===== config.mk =====
export PLATFORM = sky130hd
export DESIGN_NAME = dgc_stream
export DESIGN_NICKNAME = d
export VERILOG_FILES = /design/src/hdl/dgc_pkg.sv /design/src/hdl/dgc_stream.sv
export SDC_FILE = /design/constraint.sdc
export NUM_CORES = 1
export LEC_CHECK = 0
export ABC_AREA = 1
export BUFFER_PORTS_ARGS = -buffer_cell sky130_fd_sc_hd__buf_2
export CAP_MARGIN = 20
export CORE_MARGIN = 2
export CORE_UTILIZATION = 32
export CTS_BUF_LIST = sky130_fd_sc_hd__clkbuf_16
export DETAILED_ROUTE_END_ITERATION = 10
export REMOVE_ABC_BUFFERS = 1
export SYNTH_ARGS = -nofsm -noshare
export SYNTH_HDL_FRONTEND = slang
export SYNTH_SLANG_ARGS = --single-unit

===== constraint.sdc =====
create_clock -name clk -period 6.4 [get_ports clk]
set_clock_uncertainty 0.2 [all_clocks]
set_input_delay 1.28 -clock clk [delete_from_list [all_inputs] [get_ports clk]]
set_output_delay 1.28 -clock clk [all_outputs]
set_load 0.03 [all_outputs]

===== src/hdl/dgc_pkg.sv =====
// dgc_pkg: shared types, constants and the crc byte step for the discovery datagram checker
// no dependencies
package dgc_pkg;

	localparam int unsigned POS_W = 10;

	localparam logic [31:0] OUTER_MAGIC = 32'h5454_5431;
	localparam logic [31:0] INNER_MAGIC = 32'h7474_7431;
	localparam logic [31:0] CRC_POLY    = 32'hEDB8_8320;
	localparam logic [31:0] CRC_INIT    = 32'hFFFF_FFFF;
	localparam logic [7:0]  MIN_PAYLOAD = 8'd30;
	localparam logic [15:0] TOL_RESET   = 16'd300;

	typedef enum logic [3:0] {
		ST_OK            = 4'd0,
		ST_LENGTH        = 4'd1,
		ST_MAGIC         = 4'd2,
		ST_ENC_TYPE      = 4'd3,
		ST_PLAIN_REFUSED = 4'd4,
		ST_ENCRYPTED     = 4'd5,
		ST_INNER_MAGIC   = 4'd6,
		ST_CRC           = 4'd7,
		ST_STALE         = 4'd8,
		ST_SHORT         = 4'd9
	} status_t;

	typedef enum logic [1:0] {
		CFG_ALLOW_PLAIN = 2'd0,
		CFG_TIME_TOL    = 2'd1
	} cfg_reg_t;

	// everything the verdict needs from one finished datagram
	typedef struct packed {
		logic        len_bad;
		logic        plen_over;
		logic [63:0] header;
		logic [63:0] pf0;
		logic [31:0] crc;
		logic [31:0] stamp;
		logic [15:0] port;
		logic [31:0] now;
	} snap_t;

	// reflected crc-32, one byte
	function automatic logic [31:0] crc_byte(input logic [31:0] crc_in, input logic [7:0] b);
		logic [31:0] c;
		c = crc_in ^ {24'd0, b};
		for (int k = 0; k < 8; k++) begin
			c = c[0] ? ((c >> 1) ^ CRC_POLY) : (c >> 1);
		end
		return c;
	endfunction

endpackage


===== src/hdl/dgc_stream.sv =====
// dgc_stream: input register and per-byte datagram state (header, payload fields, crc)
// depends on dgc_pkg; hands a snapshot of each finished datagram to dgc_judge
module dgc_stream #(
	parameter int unsigned MAX_DATAGRAM_BYTES = 263
) (
	input  logic          clk,
	input  logic          arst_n,
	input  logic          in_valid,
	output logic          in_ready,
	input  logic [7:0]    byte_value,
	input  logic          last_byte,
	input  logic [31:0]   current_time,
	output logic          snap_valid,
	input  logic          snap_ready,
	output dgc_pkg::snap_t snap
);
	import dgc_pkg::*;

	localparam int unsigned CNT_W = $clog2(MAX_DATAGRAM_BYTES + 2);
	localparam logic [CNT_W-1:0] CNT_MAX = CNT_W'(MAX_DATAGRAM_BYTES);
	localparam logic [POS_W-1:0] POS_MAX = POS_W'(MAX_DATAGRAM_BYTES);

	logic              valid_s1;
	logic [7:0]        byte_s1;
	logic              last_s1;
	logic [31:0]       now_s1;

	logic [CNT_W-1:0]  count_q, count_d;
	logic [63:0]       header_q, header_d;
	logic [63:0]       pf0_q, pf0_d;
	logic [31:0]       crc_q, crc_d;
	logic [31:0]       stamp_q, stamp_d;
	logic [15:0]       port_q, port_d;

	logic              snap_valid_s2;
	snap_t             snap_s2;
	snap_t             snap_d;

	logic              go;
	logic [POS_W-1:0]  pos_w, end_w, total_w, plen_end_w;

	assign go       = valid_s1 && (!last_s1 || !snap_valid_s2 || snap_ready);
	assign in_ready = !valid_s1 || go;

	always_ff @(posedge clk or negedge arst_n) begin
		if (!arst_n) begin
			valid_s1 <= 1'b0;
		end else if (in_ready) begin
			valid_s1 <= in_valid;
		end
	end

	always_ff @(posedge clk) begin
		if (in_ready && in_valid) begin
			byte_s1 <= byte_value;
			last_s1 <= last_byte;
			now_s1  <= current_time;
		end
	end

	always_comb begin
		pos_w    = POS_W'(count_q);
		end_w    = POS_W'(header_q[7:0]) + POS_W'(8);
		header_d = header_q;
		pf0_d    = pf0_q;
		crc_d    = crc_q;
		stamp_d  = stamp_q;
		port_d   = port_q;
		if (pos_w < POS_MAX) begin
			if (pos_w < POS_W'(8)) begin
				header_d = {header_q[55:0], byte_s1};
			end else begin
				if (pos_w < POS_W'(16)) begin
					pf0_d = {pf0_q[55:0], byte_s1};
				end else if (pos_w < end_w) begin
					crc_d = crc_byte(crc_q, byte_s1);
				end
				if (pos_w >= POS_W'(32) && pos_w < POS_W'(36)) begin
					stamp_d = {stamp_q[23:0], byte_s1};
				end else if (pos_w >= POS_W'(36) && pos_w < POS_W'(38)) begin
					port_d = {port_q[7:0], byte_s1};
				end
			end
		end
		// count saturates one past the maximum so oversize datagrams stay visible
		count_d = (count_q <= CNT_MAX) ? count_q + CNT_W'(1) : count_q;

		total_w    = POS_W'(count_d);
		plen_end_w = POS_W'(header_d[7:0]) + POS_W'(8);

		snap_d.len_bad   = (total_w < POS_W'(8)) || (total_w > POS_MAX);
		snap_d.plen_over = plen_end_w > total_w;
		snap_d.header    = header_d;
		snap_d.pf0       = pf0_d;
		snap_d.crc       = crc_d;
		snap_d.stamp     = stamp_d;
		snap_d.port      = port_d;
		snap_d.now       = now_s1;
	end

	always_ff @(posedge clk or negedge arst_n) begin
		if (!arst_n) begin
			count_q  <= '0;
			header_q <= '0;
			pf0_q    <= '0;
			crc_q    <= CRC_INIT;
			stamp_q  <= '0;
			port_q   <= '0;
		end else if (go) begin
			if (last_s1) begin
				count_q  <= '0;
				header_q <= '0;
				pf0_q    <= '0;
				crc_q    <= CRC_INIT;
				stamp_q  <= '0;
				port_q   <= '0;
			end else begin
				count_q  <= count_d;
				header_q <= header_d;
				pf0_q    <= pf0_d;
				crc_q    <= crc_d;
				stamp_q  <= stamp_d;
				port_q   <= port_d;
			end
		end
	end

	always_ff @(posedge clk or negedge arst_n) begin
		if (!arst_n) begin
			snap_valid_s2 <= 1'b0;
		end else if (go && last_s1) begin
			snap_valid_s2 <= 1'b1;
		end else if (snap_ready) begin
			snap_valid_s2 <= 1'b0;
		end
	end

	always_ff @(posedge clk) begin
		if (go && last_s1) begin
			snap_s2 <= snap_d;
		end
	end

	assign snap_valid = snap_valid_s2;
	assign snap       = snap_s2;

endmodule


==> impl_metrics.yaml <==
status:
  status: "complete, no violations"
detailed_routing:
  route.vias.total: 14764
  drtIter0Drc: 1015
  via_per_inst: 4.56
  routed_wl_mm: 50.1
  drtAntennaViolNets: 0
  dr.pass1.iters: 5
  wl_per_cell_um: 15.5
  drc: 0
place:
  placed_cells: 3132
  io_buffers: 288
  hpwl_mm: 32.0
  place_congestion: 0.874
timing:
  max_freq_mhz: 288
  hold_ws_ns: 0.217
  relSlewSlack_pct: 30.2
  worstMarginPinSlew_ns: 1.05
  drv_slew: 0
  rsz0062_at_grt: "no"
  fin_crit_ns: 3.47
  setup_viol: 0
  hold_viol_final: 0
  fin_crit_sh_pct: 54.2
worst_setup_path:
  cp_data_arrival_time_ns: 3.62
  critPathSlowestCell: "dfrtp_1"
  start_kind: "flip-flop"
  end_kind: "flip-flop"
  worstSetupPathType: "flip-flop to flip-flop"
  critPathRequiredTime_ns: 6.55
  cp_cell_sequence: "inv_1 > nand2_1 > nor2_2 > nand2_4 > buf_16 > o21ai_0 > inv_1 > ha_1 > nand2_1 > nor2_1 > a211oi_1 > o21ai_0 > a21boi_0 > o21ai_0 > nand2_1 > inv_1"
  crit_path_max_incr_delay_ns: 0.49
  critPathMaxFanout: 117
logic_synthesis:
  synth_top_area_cell: "edfxtp_1"
  synth_common_cells: "501 x nand2_1, 370 x inv_1, 283 x edfxtp_1"
  ys_seq_area_share_pct: 65.1
  synth_top_area_share_pct: 39.5
  synth.most_common_cell: "nand2_1"
  async_flop_share_pct: 43.6
  yosys_warnings: 0
  synth_area_leaders: "edfxtp_1 39%, dfrtp_1 22%, nand2_1 8.7%"
  synth_edf_count: 283
  synth_area_sq_um: 21500
  synthDistinctLibCells: 39
  synth-main-ff-cell: "edfxtp_1"
  synth.ff_latch_count: 502
  syn_area_per_cell_sq_um: 10.5
  syn_inst: 2052
clocking:
  post-cts-setup-buffers: 0
  cts_resized: 0
  clockRootBuffer: "clkbuf_16"
  htreeDepth: 2
  clock_path_buffers: 3
  cts_made_buffers: 55
  cts.sinks: 502
  clkTransAtPathRegs_ns: 0.06
  tritoncts: "yes"
  hold_buffers: 0
  insertion_delay_ns: 0.60
power:
  max-vdd-ir-drop_v: 0.000183
  leakage_nw: 11.6
  finalPower_mw: 7.60
  p_per_area_nw_per_um2: 296
run:
  cap_viol_max_count: 0
global_route:
  track_usage_pct: 14.3
  first_global_vias: 14358
  antenna_found_initial: 0
  grt_max_degree: 204
  gr-total-overflow: 0
  grt_pass1_wl_mm: 79.4
finish:
  drive_gt1_share_pct: 21.2
  diodes: 0
  nNetsFinal: 2385
  layout.cells.non_filler: 3237
  area_growth_pct: 19.3
  final_core_util_pct: 38.4
die:
  die-area_sq_um: 69400
  pin_count: 289
  die_h_um: 263
  placementRows: 95
  die_x_um: 263
  core_area_sq_um: 66900
  start_util_pct: 32.2
hold_path:
  hold_path.class: "flip-flop to flip-flop"
-- per-layer routing --
metal,global-route usage [%],up-vias,routed length (um)
li1,-,7277,-
met5,0,-,0
met1,18.5,7008,21700
met2,23.5,388,23800
met4,4.28,0,1300
met3,3.90,91,3380
-- cell families (layout without fill, tap and decap cells) --
kind of cell,after synthesis,in the layout,synth area share (%)
simple gates,602,602,11.3
flops,502,502,65.1
buf+inv,464,776,8.59
compound gates,408,408,11.5
xor+xnor,55,55,2.27
fa+ha+maj,21,21,1.22
-- report_power, final --
group | switching [mW] | internal (mW)
combinational | 0.519 | 0.173
sequential | 0.0658 | 3.57
clock | 1.33 | 1.94
total | 1.91 | 5.68
-- registers in the layout, indices dropped and copies added, names as in the netlist --
signal      count
stamp_q        32
header_q       64
count_q         9
pf0_q          64
port_q         16
crc_q          32
snap          242
valid_s1        1
last_s1         1
snap_valid      1
byte_s1         8
now_s1         32
-- layout make-up --
cell class | instances | area (sq um)
multi-input cells | 1086 | 5680
flip-flops and latches | 502 | 14000
inverters | 373 | 1410
repair buffers | 301 | 1630
clock buffers | 57 | 1430
well taps | 873 | 1090
clock inverters | 45 | 443
fillers | 6572 | 41200
-- critical path, delay by kind of cell, from the launching register on --
kind | cells | cell delay (ns)
AO/OA/AOI/OAI | 5 | 0.99
adder cells (fa/ha/maj) | 1 | 0.28
buffers and inverters | 4 | 0.54
flip-flops | 1 | 0.49
AND/OR/NAND/NOR | 6 | 0.67
-- metrics by stage --
step	cell area (sq um)	worst slack, ns	setup TNS [ns]
2_1_floorplan	21100	-3.05	-809.92
3_3_place_gp	23800	2.56	0
3_5_place_dp	23800	2.38	0
5_1_grt	25700	2.57	0
4_1_cts	25600	2.34	0
6_report	25700	2.93	0
-- path summary, 6_finish.rpt --
path / startpoint / end / slack, ns / depth (start not counted)
min in group asynchronous: arst_n / header_q[53]$_DFFE_PN0P_ / 0.48 / 1
max in group asynchronous: arst_n / pf0_q[1]$_DFFE_PN0P_ / 4.32 / 2
min reg2reg: now_s1[15]$_DFFE_PP_ / snap[15]$_DFFE_PP_ / 0.22 / 0
max reg2reg: count_q[3]$_DFFE_PN0P_ / snap[240]$_DFFE_PP_ / 2.93 / 16
max: count_q[3]$_DFFE_PN0P_ / snap[240]$_DFFE_PP_ / 2.93 / 16
min: now_s1[15]$_DFFE_PP_ / snap[15]$_DFFE_PP_ / 0.22 / 0
-- cell usage in the layout, fill, tap and decap left out, types with 16 or more instances in the layout --
cell and count:
nand3_1 48, o21ai_2 54, inv_1 375, o22ai_1 118
clkbuf_16 57, xor2_1 46, nor2_1 18, o21ai_0 174
dfrtp_1 187, a21oi_1 16, nand2_1 500, o21ai_1 30
ha_1 21, edfxtp_1 283, dfstp_2 32, buf_2 287
No activity file was read; power rests on OpenSTA's default activity.
